===== src/hdl/sirt_pkg.sv =====
`timescale 1ns / 1ps
// shared constants, codes and types for the signed integer to radix text block
// no dependencies

package sirt_pkg;

    localparam int VALUE_BITS = 32;
    localparam int MAX_RADIX  = 16;
    localparam int RADIX_W    = 5;
    localparam int DIGIT_W    = $clog2(MAX_RADIX);
    localparam int SYM_W      = 8;
    localparam int NUM_SYMS   = 16;
    localparam int CFG_DATA_W = 64;
    localparam int CFG_IDX_W  = 2;
    localparam int CNT_W      = $clog2(VALUE_BITS);

    // divider consumes this many dividend bits per cycle
    localparam int STEP_BITS  = 8;
    localparam int NUM_STEPS  = VALUE_BITS / STEP_BITS;
    localparam int STEP_W     = (NUM_STEPS > 1) ? $clog2(NUM_STEPS) : 1;

    localparam logic [SYM_W-1:0] SYM_MINUS = 8'h2D;
    localparam logic [SYM_W-1:0] SYM_PLUS  = 8'h2B;

    typedef enum logic [CFG_IDX_W-1:0] {
        CFG_RADIX    = 2'd0,
        CFG_SYMS_LO  = 2'd1,
        CFG_SYMS_HI  = 2'd2
    } t_cfg_idx;

    typedef enum logic [3:0] {
        ST_IDLE  = 4'b0001,
        ST_CHECK = 4'b0010,
        ST_DIV   = 4'b0100,
        ST_EMIT  = 4'b1000
    } t_state;

    typedef struct packed {
        logic                  start;
        logic [VALUE_BITS-1:0] dividend;
    } t_div_req;

    typedef struct packed {
        logic                  done;
        logic [VALUE_BITS-1:0] quotient;
        logic [DIGIT_W-1:0]    remainder;
    } t_div_stat;

endpackage


===== src/hdl/signed_integer_to_radix_text_core.sv =====
`timescale 1ns / 1ps
// top level of the signed integer to radix text converter
// depends on sirt_pkg and sirt_divider
//
// usage
//   input channel: i_valid / i_value, stall back on o_stall; a transfer happens
//   on a rising edge with i_valid high and o_stall low. o_stall is high for the
//   whole conversion, one number is in flight at a time.
//   output channel: o_valid / o_symbol / o_last, stall from i_stall. one symbol
//   byte per transfer, most significant first, a minus symbol ahead of the
//   digits of a negative number, o_last on the final digit.
//   config: i_cfg_we / i_cfg_idx / i_cfg_data, radix at index 0, symbols 0..7 at
//   index 1, symbols 8..15 at index 2. write only while the block is idle.
//   a table that is invalid (radix below 2 or above 16, a plus or minus symbol
//   or a repeated symbol among the first radix entries) drops the number.
// sequence
//   a table check first, then each digit in the shared divider (4 chunk steps
//   of 8 bits plus a restart), then one symbol per cycle into the output
//   register while the output is not stalled. a number has at most 32 digits.
//   the next number is taken once the last symbol sits in the output register.
// reset
//   synchronous, active low: config clears to zero, control goes idle, output
//   register empties. an output stall holds the symbol and, while emitting, the sequencer.

module signed_integer_to_radix_text_core (
    input  logic                                   i_clk,
    input  logic                                   i_rst_n,
    // number input
    input  logic                                   i_valid,
    input  logic signed [sirt_pkg::VALUE_BITS-1:0] i_value,
    output logic                                   o_stall,
    // symbol output
    output logic                                   o_valid,
    input  logic                                   i_stall,
    output logic [sirt_pkg::SYM_W-1:0]             o_symbol,
    output logic                                   o_last,
    // config writes
    input  logic                                   i_cfg_we,
    input  logic [sirt_pkg::CFG_IDX_W-1:0]         i_cfg_idx,
    input  logic [sirt_pkg::CFG_DATA_W-1:0]        i_cfg_data
);

    // config registers
    logic [sirt_pkg::RADIX_W-1:0]    r_radix;
    logic [sirt_pkg::CFG_DATA_W-1:0] r_syms_lo;
    logic [sirt_pkg::CFG_DATA_W-1:0] r_syms_hi;

    // sequencer and conversion state
    sirt_pkg::t_state                r_state, n_state;
    logic                            r_neg;
    logic [sirt_pkg::VALUE_BITS-1:0] r_mag;
    logic [sirt_pkg::CNT_W-1:0]      r_cnt, n_cnt;
    logic [sirt_pkg::CNT_W-1:0]      r_pos, n_pos;
    logic                            r_minus, n_minus;
    logic [sirt_pkg::DIGIT_W-1:0]    r_digits [sirt_pkg::VALUE_BITS];
    // digit at r_pos, registered from the store at the next value of the position
    logic [sirt_pkg::DIGIT_W-1:0]    r_dig_rd;

    // output register
    logic                            n_valid;
    logic [sirt_pkg::SYM_W-1:0]      n_symbol;
    logic                            n_last;

    sirt_pkg::t_div_req              div_req;
    sirt_pkg::t_div_stat             div_stat;

    logic [sirt_pkg::SYM_W-1:0]      syms [sirt_pkg::NUM_SYMS];
    logic                            table_ok;
    logic                            in_xfer;
    logic                            out_free;
    logic                            digit_wr;
    logic                            div_more;

    assign in_xfer  = i_valid && !o_stall;
    assign out_free = !o_valid || !i_stall;
    assign o_stall  = (r_state != sirt_pkg::ST_IDLE);

    // unpack the symbol table
    always_comb begin
        for (int i = 0; i < sirt_pkg::NUM_SYMS; i++) begin
            if (i < 8) begin
                syms[i] = r_syms_lo[i*sirt_pkg::SYM_W +: sirt_pkg::SYM_W];
            end else begin
                syms[i] = r_syms_hi[(i-8)*sirt_pkg::SYM_W +: sirt_pkg::SYM_W];
            end
        end
    end

    // table check: radix range, no sign symbols, no duplicates among used entries
    always_comb begin
        table_ok = (r_radix >= sirt_pkg::RADIX_W'(2)) &&
                   (r_radix <= sirt_pkg::RADIX_W'(sirt_pkg::MAX_RADIX));
        for (int i = 0; i < sirt_pkg::NUM_SYMS; i++) begin
            if (sirt_pkg::RADIX_W'(i) < r_radix) begin
                if (syms[i] == sirt_pkg::SYM_MINUS || syms[i] == sirt_pkg::SYM_PLUS) begin
                    table_ok = 1'b0;
                end
                for (int j = 0; j < i; j++) begin
                    if (syms[j] == syms[i]) begin
                        table_ok = 1'b0;
                    end
                end
            end
        end
    end

    // another digit needed when the quotient is nonzero and the store has room
    assign div_more = (div_stat.quotient != '0) &&
                      (r_cnt != sirt_pkg::CNT_W'(sirt_pkg::VALUE_BITS - 1));
    assign digit_wr = (r_state == sirt_pkg::ST_DIV) && div_stat.done;

    always_comb begin
        div_req.start    = 1'b0;
        div_req.dividend = r_mag;
        if (r_state == sirt_pkg::ST_CHECK) begin
            div_req.start = table_ok;
        end else if (digit_wr && div_more) begin
            div_req.start    = 1'b1;
            div_req.dividend = div_stat.quotient;
        end
    end

    sirt_divider u_div (
        .i_clk   (i_clk),
        .i_rst_n (i_rst_n),
        .i_req   (div_req),
        .i_radix (r_radix),
        .o_stat  (div_stat)
    );

    // sequencer
    always_comb begin
        n_state  = r_state;
        n_cnt    = r_cnt;
        n_pos    = r_pos;
        n_minus  = r_minus;
        n_valid  = o_valid;
        n_symbol = o_symbol;
        n_last   = o_last;

        // output register drains on a transfer
        if (o_valid && !i_stall) begin
            n_valid = 1'b0;
        end

        case (r_state)
            sirt_pkg::ST_IDLE: begin
                if (in_xfer) begin
                    n_state = sirt_pkg::ST_CHECK;
                end
            end
            sirt_pkg::ST_CHECK: begin
                n_cnt = '0;
                if (table_ok) begin
                    n_state = sirt_pkg::ST_DIV;
                end else begin
                    // bad table: number dropped, nothing emitted
                    n_state = sirt_pkg::ST_IDLE;
                end
            end
            sirt_pkg::ST_DIV: begin
                if (div_stat.done) begin
                    if (div_more) begin
                        n_cnt = r_cnt + 1'b1;
                    end else begin
                        // r_cnt is the index of the top digit
                        n_pos   = r_cnt;
                        n_minus = r_neg;
                        n_state = sirt_pkg::ST_EMIT;
                    end
                end
            end
            sirt_pkg::ST_EMIT: begin
                if (out_free) begin
                    n_valid = 1'b1;
                    if (r_minus) begin
                        n_symbol = sirt_pkg::SYM_MINUS;
                        n_last   = 1'b0;
                        n_minus  = 1'b0;
                    end else begin
                        n_symbol = syms[r_dig_rd];
                        n_last   = (r_pos == '0);
                        if (r_pos == '0) begin
                            n_state = sirt_pkg::ST_IDLE;
                        end else begin
                            n_pos = r_pos - 1'b1;
                        end
                    end
                end
            end
            default: begin
                n_state = sirt_pkg::ST_IDLE;
            end
        endcase
    end

    always_ff @(posedge i_clk) begin
        if (!i_rst_n) begin
            r_state   <= sirt_pkg::ST_IDLE;
            r_cnt     <= '0;
            r_pos     <= '0;
            r_minus   <= 1'b0;
            r_neg     <= 1'b0;
            o_valid   <= 1'b0;
            r_radix   <= '0;
            r_syms_lo <= '0;
            r_syms_hi <= '0;
        end else begin
            r_state <= n_state;
            r_cnt   <= n_cnt;
            r_pos   <= n_pos;
            r_minus <= n_minus;
            o_valid <= n_valid;
            if (in_xfer) begin
                r_neg <= i_value[sirt_pkg::VALUE_BITS-1];
            end
            if (i_cfg_we) begin
                case (i_cfg_idx)
                    sirt_pkg::CFG_RADIX:   r_radix   <= i_cfg_data[sirt_pkg::RADIX_W-1:0];
                    sirt_pkg::CFG_SYMS_LO: r_syms_lo <= i_cfg_data;
                    sirt_pkg::CFG_SYMS_HI: r_syms_hi <= i_cfg_data;
                    default: ;
                endcase
            end
        end
    end

    // payload registers, no reset
    always_ff @(posedge i_clk) begin
        o_symbol <= n_symbol;
        o_last   <= n_last;
        if (in_xfer) begin
            // two's complement magnitude, most negative value maps onto itself
            r_mag <= i_value[sirt_pkg::VALUE_BITS-1] ? (~$unsigned(i_value) + 1'b1)
                                                      : $unsigned(i_value);
        end
        if (digit_wr) begin
            r_digits[r_cnt] <= div_stat.remainder;
        end
        // the top digit is written on the same edge that points r_pos at it
        if (digit_wr && (n_pos == r_cnt)) begin
            r_dig_rd <= div_stat.remainder;
        end else begin
            r_dig_rd <= r_digits[n_pos];
        end
    end

endmodule


===== src/hdl/sirt_divider.sv =====
`timescale 1ns / 1ps
// iterative divider of the magnitude by the radix, STEP_BITS quotient bits per cycle
// depends on sirt_pkg

module sirt_divider (
    input  logic                                i_clk,
    input  logic                                i_rst_n,
    input  sirt_pkg::t_div_req                  i_req,
    input  logic [sirt_pkg::RADIX_W-1:0]        i_radix,
    output sirt_pkg::t_div_stat                 o_stat
);

    logic [sirt_pkg::VALUE_BITS-1:0] r_quo, n_quo;
    logic [sirt_pkg::DIGIT_W-1:0]    r_rem, n_rem;
    logic [sirt_pkg::STEP_W-1:0]     r_step;
    logic                            r_run;
    logic                            r_done;

    logic [sirt_pkg::STEP_BITS-1:0]  chunk;
    logic [sirt_pkg::STEP_BITS-1:0]  qbits;

    // restoring division over one chunk, remainder stays below the radix
    always_comb begin
        logic [sirt_pkg::RADIX_W-1:0] t;
        logic [sirt_pkg::DIGIT_W-1:0] rem;
        chunk = r_quo[sirt_pkg::VALUE_BITS-1 -: sirt_pkg::STEP_BITS];
        rem   = r_rem;
        qbits = '0;
        t     = '0;
        for (int b = sirt_pkg::STEP_BITS - 1; b >= 0; b--) begin
            t = sirt_pkg::RADIX_W'({rem, chunk[b]});
            if (t >= i_radix) begin
                t        = t - i_radix;
                qbits[b] = 1'b1;
            end
            rem = t[sirt_pkg::DIGIT_W-1:0];
        end
        n_rem = rem;
        n_quo = (r_quo << sirt_pkg::STEP_BITS) | sirt_pkg::VALUE_BITS'(qbits);
    end

    always_ff @(posedge i_clk) begin
        if (!i_rst_n) begin
            r_run  <= 1'b0;
            r_done <= 1'b0;
            r_step <= '0;
        end else if (i_req.start) begin
            r_run  <= 1'b1;
            r_done <= 1'b0;
            r_step <= '0;
        end else if (r_run) begin
            r_step <= r_step + 1'b1;
            if (r_step == sirt_pkg::STEP_W'(sirt_pkg::NUM_STEPS - 1)) begin
                r_run  <= 1'b0;
                r_done <= 1'b1;
            end
        end else begin
            r_done <= 1'b0;
        end
    end

    always_ff @(posedge i_clk) begin
        if (i_req.start) begin
            r_quo <= i_req.dividend;
            r_rem <= '0;
        end else if (r_run) begin
            r_quo <= n_quo;
            r_rem <= n_rem;
        end
    end

    assign o_stat.done      = r_done;
    assign o_stat.quotient  = r_quo;
    assign o_stat.remainder = r_rem;

endmodule


===== config.mk =====
export PLATFORM = sky130hd
export DESIGN_NAME = signed_integer_to_radix_text_core
export DESIGN_NICKNAME = d
export VERILOG_FILES = /design/src/hdl/sirt_pkg.sv /design/src/hdl/signed_integer_to_radix_text_core.sv /design/src/hdl/sirt_divider.sv
export SDC_FILE = /design/constraint.sdc
export NUM_CORES = 1
export LEC_CHECK = 0
export ABC_CLOCK_PERIOD_IN_PS = 20000
export BUFFER_PORTS_ARGS = -buffer_cell sky130_fd_sc_hd__buf_2
export CAP_MARGIN = 20
export CORE_AREA = 5 5 242 244
export CTS_CLUSTER_SIZE = 25
export DETAILED_ROUTE_END_ITERATION = 8
export DIE_AREA = 0 0 247 249
export PLACE_DENSITY = 0.84
export SLEW_MARGIN = 0
export SYNTH_ARGS = -nofsm -noshare
export SYNTH_HDL_FRONTEND = slang
export SYNTH_HIERARCHICAL = 1
export SYNTH_SLANG_ARGS = --single-unit
export TNS_END_PERCENT = 1

===== constraint.sdc =====
create_clock -name i_clk -period 20 [get_ports i_clk]
set_clock_uncertainty 0.15 [all_clocks]
set_input_delay 2 -clock i_clk [delete_from_list [all_inputs] [get_ports i_clk]]
set_output_delay 2 -clock i_clk [all_outputs]
set_load 0.1 [all_outputs]

# [Yosys cells after proc, flatten, opt, wreduce, memory -nomap -nowiden]
# Memories as Yosys holds them, arrays and structs flattened. A register that Yosys moved wholly into a read port is not among the register bits.
# Index checks and enable logic that the tools add are counted.
[totals] register_bits=231 mem_bits_rw=128 in_bits=103 out_inout_bits=11 wordCells=480 memories=1
[op_classes] add_sub_neg=12 n_lt_le_gt_ge=27 eq_ne=169 muxes=206 n_bitwise=5 n_reduce_logical=42
[memory_table] memory="r_digits" words=32 width=4 rd=1 rd_ports_with_merged_regs=1 wr=1 line_no="signed_integer_to_radix_text_core.sv:55" rtl="logic [sirt_pkg::DIGIT_W-1:0] r_digits [sirt_pkg::VALUE_BITS];"
[ops] cell="$eq A8 B8 Y1" n=120
[ops] cell="$eq A8 B6 Y1 const B" n=32
[ops] cell="$mux W1" n=172
[ops] cell="$mux W32" n=3
[ops] cell="$mux W4" n=14
[ops] cell="$ge A5 B5 Y1" n=8
[ops] cell="$lt A4 B5 Y1 const A" n=8
[ops] cell="$mux W5" n=7
[ops] cell="$mux W33" n=1
[ops] cell="$add A32 B1 Y32 const B" n=1
[ops] cell="$bmux W8 S4" n=1
[ops] cell="$not A32 Y32" n=1
[ops] cell="$or A32 B8 Y32" n=1
[ops] cell="$reduce_bool A32 Y1" n=1
[ops] cell="$sub A4 B4 Y4" n=8
[ops] cell="$mux W31" n=1
[ops] cell="$lt A3 B5 Y1 const A" n=4
[ops] cell="$pmux W5 S2" n=2
[ops] cell="$logic_or A1 B1 Y1" n=17
[ops] cell="$mux W8" n=2
[ops] cell="$pmux W4 S4" n=1
[ops] cell="$ne A2 B2 Y1 const B" n=6
[ops] cell="$lt A1 B5 Y1 const A" n=2
[ops] cell="$lt A2 B5 Y1 const A" n=2
[ops] cell="other kinds (31)" n=46

# [Logic depth before layout (Yosys ltp)]
[depth] word_depth=157 mapped_depth=50 mapped_depth_nobuf=49

# [Hierarchy]
# The synthesis kept the hierarchy.
[by_module_without_submodules] mod="signed_integer_to_radix_text_core" instances=1 cells_each=2953 area_each_um2=27033.4 seq_area_each_um2=8177.8
[by_module_without_submodules] mod="sirt_divider" instances=1 cells_each=345 area_each_um2=3533.4 seq_area_each_um2=1121.1

# [Least setup slack after synthesis]
# No wires, ideal clock.
[synth_path] kind="register to register" start="register u_div/r_rem[0] (netlist bit)" end="register u_div/r_rem[1] (netlist bit)" setup_ns=0.091 arrival_time_ns=10.856 t_required_ns=19.759 slack_ns=8.903 path_stages_with_launch=47 path_buffers=1 period_less_slack_ns=11.097 path_cell_list="dfxtp_1 -> ha_1 -> nor2b_1 -> o31a_1 -> o21a_1 -> nor2_4 -> mux2_2 -> ha_1 -> and4_1 -> nor2_1 -> a21boi_1 -> nor2_1 -> mux2_4 -> inv_2 -> ha_1 -> o21ai_1 -> a21o_1 -> a31o_2 -> (+11 left out) -> ha_1 -> o21a_1 -> o31a_1 -> o22ai_2 -> mux2_4 -> ha_1 -> o21a_1 -> o31ai_1 -> a31oi_1 -> clkbuf_1 -> nand2b_1 -> nand2_1 -> ha_1 -> a21o_1 -> a31oi_1 -> o21ai_1 -> a211o_1 -> a311oi_1"
[synth_between] elab_chain_cells=16 elab_cells_between_ends=24 classes_between="8 x add/sub; 8 x order compare; 8 x mux"
[synth_rtl] item="start: declaration" line_no="sirt_divider.sv:14" rtl="logic [sirt_pkg::DIGIT_W-1:0] r_rem, n_rem;"
[synth_rtl] item="start signal: assignment" line_no="sirt_divider.sv:68" rtl="r_rem <= n_rem;"
[synth_rtl] item="$sub A4 B4 Y4 or $ge A5 B5 Y1 (tied branches)" line_no="sirt_divider.sv:33, sirt_divider.sv:32"
[synth_rtl] item="$mux W4 *" line_no="sirt_divider.sv:32" rtl="if (t >= i_radix) begin"
[synth_rtl] item="$sub A4 B4 Y4 or $ge A5 B5 Y1 (tied branches)" line_no="sirt_divider.sv:33, sirt_divider.sv:32"
[synth_rtl] item="$mux W4 *" line_no="sirt_divider.sv:32"
[synth_rtl] item="$sub A4 B4 Y4 or $ge A5 B5 Y1 (tied branches)" line_no="sirt_divider.sv:33, sirt_divider.sv:32"
[synth_rtl] item="$mux W4 *" line_no="sirt_divider.sv:32"
[synth_rtl] item="$ge A5 B5 Y1 or $sub A4 B4 Y4 (tied branches)" line_no="sirt_divider.sv:32, sirt_divider.sv:33"
[synth_rtl] item="$mux W4 *" line_no="sirt_divider.sv:32"
[synth_rtl] item="$sub A4 B4 Y4 or $ge A5 B5 Y1 (tied branches)" line_no="sirt_divider.sv:33, sirt_divider.sv:32"
[synth_rtl] item="$mux W4 *" line_no="sirt_divider.sv:32"
[synth_rtl] item="$sub A4 B4 Y4 or $ge A5 B5 Y1 (tied branches)" line_no="sirt_divider.sv:33, sirt_divider.sv:32"
[synth_rtl] item="$mux W4 *" line_no="sirt_divider.sv:32"
[synth_rtl] item="$ge A5 B5 Y1 or $sub A4 B4 Y4 (tied branches)" line_no="sirt_divider.sv:32, sirt_divider.sv:33"
[synth_rtl] item="$mux W4 *" line_no="sirt_divider.sv:32"
[synth_rtl] item="$sub A4 B4 Y4 or $ge A5 B5 Y1 (tied branches)" line_no="sirt_divider.sv:33, sirt_divider.sv:32"
[synth_rtl] item="$mux W4 *" line_no="sirt_divider.sv:32"
# Mark *: on every way between the ends. The rest lies on a longest branch, timed or not.
# A chain may end at the register's enable or synchronous reset.

# [Final worst setup path]
[layout_path] start="register r_radix[1] (netlist bit)" end="register u_div/r_rem[0] (netlist bit)"
[layout_between] elab_chain_cells=155 elab_cells_between_ends=195 classes_between="7 x add/sub; 26 x order compare; 161 x mux; 1 x reduce/logical"
[layout_rtl] item="start: declaration" line_no="signed_integer_to_radix_text_core.sv:44" rtl="logic [sirt_pkg::RADIX_W-1:0] r_radix;"
[layout_rtl] item="start signal: assignment" line_no="signed_integer_to_radix_text_core.sv:219" rtl="sirt_pkg::CFG_RADIX: r_radix <= i_cfg_data[sirt_pkg::RADIX_W-1:0];"
[layout_rtl] item="$ge A5 B2 Y1 or $le A5 B5 Y1 (tied branches)" line_no="signed_integer_to_radix_text_core.sv:91, signed_integer_to_radix_text_core.sv:92"
[layout_rtl] item="$logic_and A1 B1 Y1" line_no="signed_integer_to_radix_text_core.sv:91" rtl="table_ok = (r_radix >= sirt_pkg::RADIX_W'(2)) &&"
[layout_rtl] item="$mux W1" line_no="signed_integer_to_radix_text_core.sv:95" rtl="if (syms[i] == sirt_pkg::SYM_MINUS || syms[i] == sirt_pkg::SYM_PLUS) begin"
[layout_rtl] item="$mux W1" line_no="signed_integer_to_radix_text_core.sv:94" rtl="if (sirt_pkg::RADIX_W'(i) < r_radix) begin"
[layout_rtl] item="$mux W1" line_no="signed_integer_to_radix_text_core.sv:95"
[layout_rtl] item="$mux W1" line_no="signed_integer_to_radix_text_core.sv:99" rtl="if (syms[j] == syms[i]) begin"
[layout_rtl] item="$mux W1" line_no="signed_integer_to_radix_text_core.sv:94"
[layout_rtl] item="$mux W1" line_no="signed_integer_to_radix_text_core.sv:95"
[layout_rtl] item="(+112 left out)"
[layout_rtl] item="$mux W1" line_no="signed_integer_to_radix_text_core.sv:94"
[layout_rtl] item="$mux W1" line_no="signed_integer_to_radix_text_core.sv:95"
[layout_rtl] item="$mux W1 (14 in a row)" line_no="signed_integer_to_radix_text_core.sv:99"
[layout_rtl] item="$mux W1" line_no="signed_integer_to_radix_text_core.sv:94"
[layout_rtl] item="$mux W1" line_no="signed_integer_to_radix_text_core.sv:95"
[layout_rtl] item="$mux W1 (15 in a row)" line_no="signed_integer_to_radix_text_core.sv:99"
[layout_rtl] item="$mux W1" line_no="signed_integer_to_radix_text_core.sv:94"
[layout_rtl] item="$mux W1" line_no="signed_integer_to_radix_text_core.sv:115" rtl="if (r_state == sirt_pkg::ST_CHECK) begin"
# Several ways; a longest one is shown, not always the timed one.

==> summary.txt <==
Outcome = finished clean
Share of layout cells above drive strength 1 = 14.3%
Hold Path Depth = 2
Final nets = 3401
Slowest cell delay on critical path = 720 ps
Slowest CP cell = a31oi_1
Root buffer cell = clkbuf_16
Hold Vio Cnt, Final = 0
Skew-Pair Late Insertion Delay = 610 ps
DR WL/cell = 24.3 µm
Syn Nets = 3457
Slew @ Worst Pin = 1260 ps
Detail Placement HPWL = 61600 µm
Sequential cell area fraction in the yosys report = 30.4%
RSZ-0062 raised after global routing = no
Largest net degree at the start of global routing = 80
Grt ovf = 0
Crit-path most repeated cell = ha_1
Starting Density = 54.5%
Fin crit share = 65.6%
Leak = 13.4 nW
Crit path time final = 13120 ps
I/O pins = 114
Max-slew headroom = 15.9%
Die width = 247 µm
Mapped Cells = 3298
Hold Worst Slack = 323 ps
CP required = 20370 ps
Core area = 56100 µm²
Clk buf depth = 3
Reg2Reg Depth = 44
All-layer global routing usage = 30.6%
# clock sinks = 364
Setup TNS after final layout = 0 ps
DRC violations left = 0
Crit. End Element = register
Routability cong. = 1.04
Clk pin slew, worst setup/hold paths = 60 ps
Peak VDD IR = 0.614 mV
Min-delay worst type = reg2reg
Synthesis-stage register bit count = 364
Core Rows = 87
P per Cell Area = 147 nW/µm²
Distinct cells, synth = 81
Avg Inst Size Synth = 9.27 µm²
Largest area contributor in the netlist = edfxtp_1
Clock buffer count from CTS = 40
Max cap viols = 0
Reg2reg setup slack = 6880 ps
CTS tree = done
Global-route wire length before repair = 148000 µm
Final WL = 97900 µm
CP Launch Type = register
Post-CTS resize count = 0
Post-synth EDFFs = 201
Via density per instance = 6.41
Die height = 249 µm
Synth top area share = 19.7%
Data arrival, critical path = 13490 ps
Vias = 25900
Initial antenna violation count = 9
TritonRoute pass-1 iters = 6
Crit path max fanout = 14
Vias in the first global route = 25100
# setup viols final = 0
CTS H-tree lvls = 2
Fraction of registers with async set or reset after synthesis = 0%
Postcts setup bufs = 0
DRT iter0 DRCs = 3185
Fin. max-slew vios = 0
Synth Cell Area = 30600 µm²
DIE AREA = 61500 µm²
Total power = 4.84 mW
Post-cts hold buffer count = 0
Inst Count DP = 3947
Max Freq = 76.2 MHz
Fin cells = 4033
Final ANT Viol Nets = 0
WS Path Type = reg2reg
Synth area leaders = edfxtp_1 (20%), xnor2_1 (17%), xor2_1 (13%), dfxtp_1 (11%), nand2_1 (4.6%)
Synth-to-layout area growth = 7.53%
PortBufs = 113
YS warnings = 6
Post-synth top flop = edfxtp_1
==> area by class of cell <==
class                           count  area, µm²
Fill cell                        4592      23200
Multi-Input combinational cell   2543      19400
Sequential cell                   364       9300
Timing Repair Buffer              249       1760
Clock buffer                       55       1140
Tap cell                          756        946
Inverter                           44        165
Clock inverter                     16        161
Antenna cell                        6       15.0
==> cells by family (layout without fill, tap and decap cells) <==
kind of cell	after synthesis	after routing	share of synthesized area (%)
fa+ha+maj	56	56	2.49
other cells	0	6	0
mux	197	197	8.52
flops	364	364	30.4
simple gates	898	898	14.8
xor+xnor	1020	1020	29.2
compound gates	372	372	8.36
buf+inv	391	364	6.21
==> routing by layer <==
metal  GRT usage [%]  share of wire [%]
met5               0              0.028
met3            8.84                 13
met4            19.4                7.6
met2            47.0                 44
met1            37.8                 36
==> power breakdown <==
group / switching [mW] / total (mW) / leakage [nW] / internal [mW]
Sequential: 0.0221 / 0.879 / 3.26 / 0.857
Clock: 0.322 / 0.736 / 0.637 / 0.415
Combinational: 1.78 / 3.23 / 9.46 / 1.45
==> flip-flops by register name (all words and copies together) (netlist names), 4 cells and up, named ones only <==
register and count:
u_div/r_quo 32, u_div/r_rem 4, r_syms_lo 64, r_state 4, r_radix 5, r_cnt 5, r_pos 5, r_digits 128
r_syms_hi 64, o_symbol 8, r_mag 32
==> worst paths after layout <==
path | from | end
setup / recovery | r_radix[1] | u_div/r_rem[0]
hold / removal | r_syms_lo[10] | r_syms_lo[10]
setup reg to reg | r_radix[1] | u_div/r_rem[0]
hold reg to reg | r_syms_lo[10] | r_syms_lo[10]
==> layout by cell type (no fill, tap or decap), types with 12 or more instances in the layout <==
cell type    n
nor2b_1     16
xnor2_1    578
nand4_1    151
edfxtp_1   201
mux2_2      97
a21boi_0   131
dfxtp_1    162
nor3_1      17
buf_4      127
a21oi_1     38
nor2_1     104
o21a_1      13
nand3_1     12
inv_1       40
xor2_1     442
mux4_2      31
nor4_1     138
o31ai_1     12
ha_1        48
o21ai_0     72
mux2i_1     57
nand2_1    371
buf_2      112
clkbuf_16   41
==> metrics by stage <==
step / setup WS (ps) / utilization [%] / cell area, µm²
CTS: 7060 / 58.2 / 32600
detailed placement: 7100 / 55.9 / 31300
global placement: 7420 / 55.8 / 31300
finish: 6880 / 58.6 / 32900
global route: 6060 / 58.6 / 32900
floorplan: 8900 / - / 30600
==> worst max-delay path: cells and delay by family (launching register included) <==
kind                     cells  cell delay, ps
AO/OA/AOI/OAI               20            5280
adder cells (fa/ha/maj)      8            2700
AND/OR/NAND/NOR             10            1900
multiplexers                 5            1880
flip-flops                   1             620
buffers and inverters        1             480
==> cell usage after synthesis (38+ instances only) <==
cell type  instances
a21boi_0         131
a21oi_1           38
buf_2            209
clkbuf_1          85
dfxtp_1          163
edfxtp_1         201
ha_1              48
inv_1             40
mux2_2            97
mux2i_1           58
nand2_1          371
nand4_1          151
nor2_1           104
nor4_1           138
o21ai_0           72
xnor2_1          578
xor2_1           442
(Power assumes the default switching activity.)
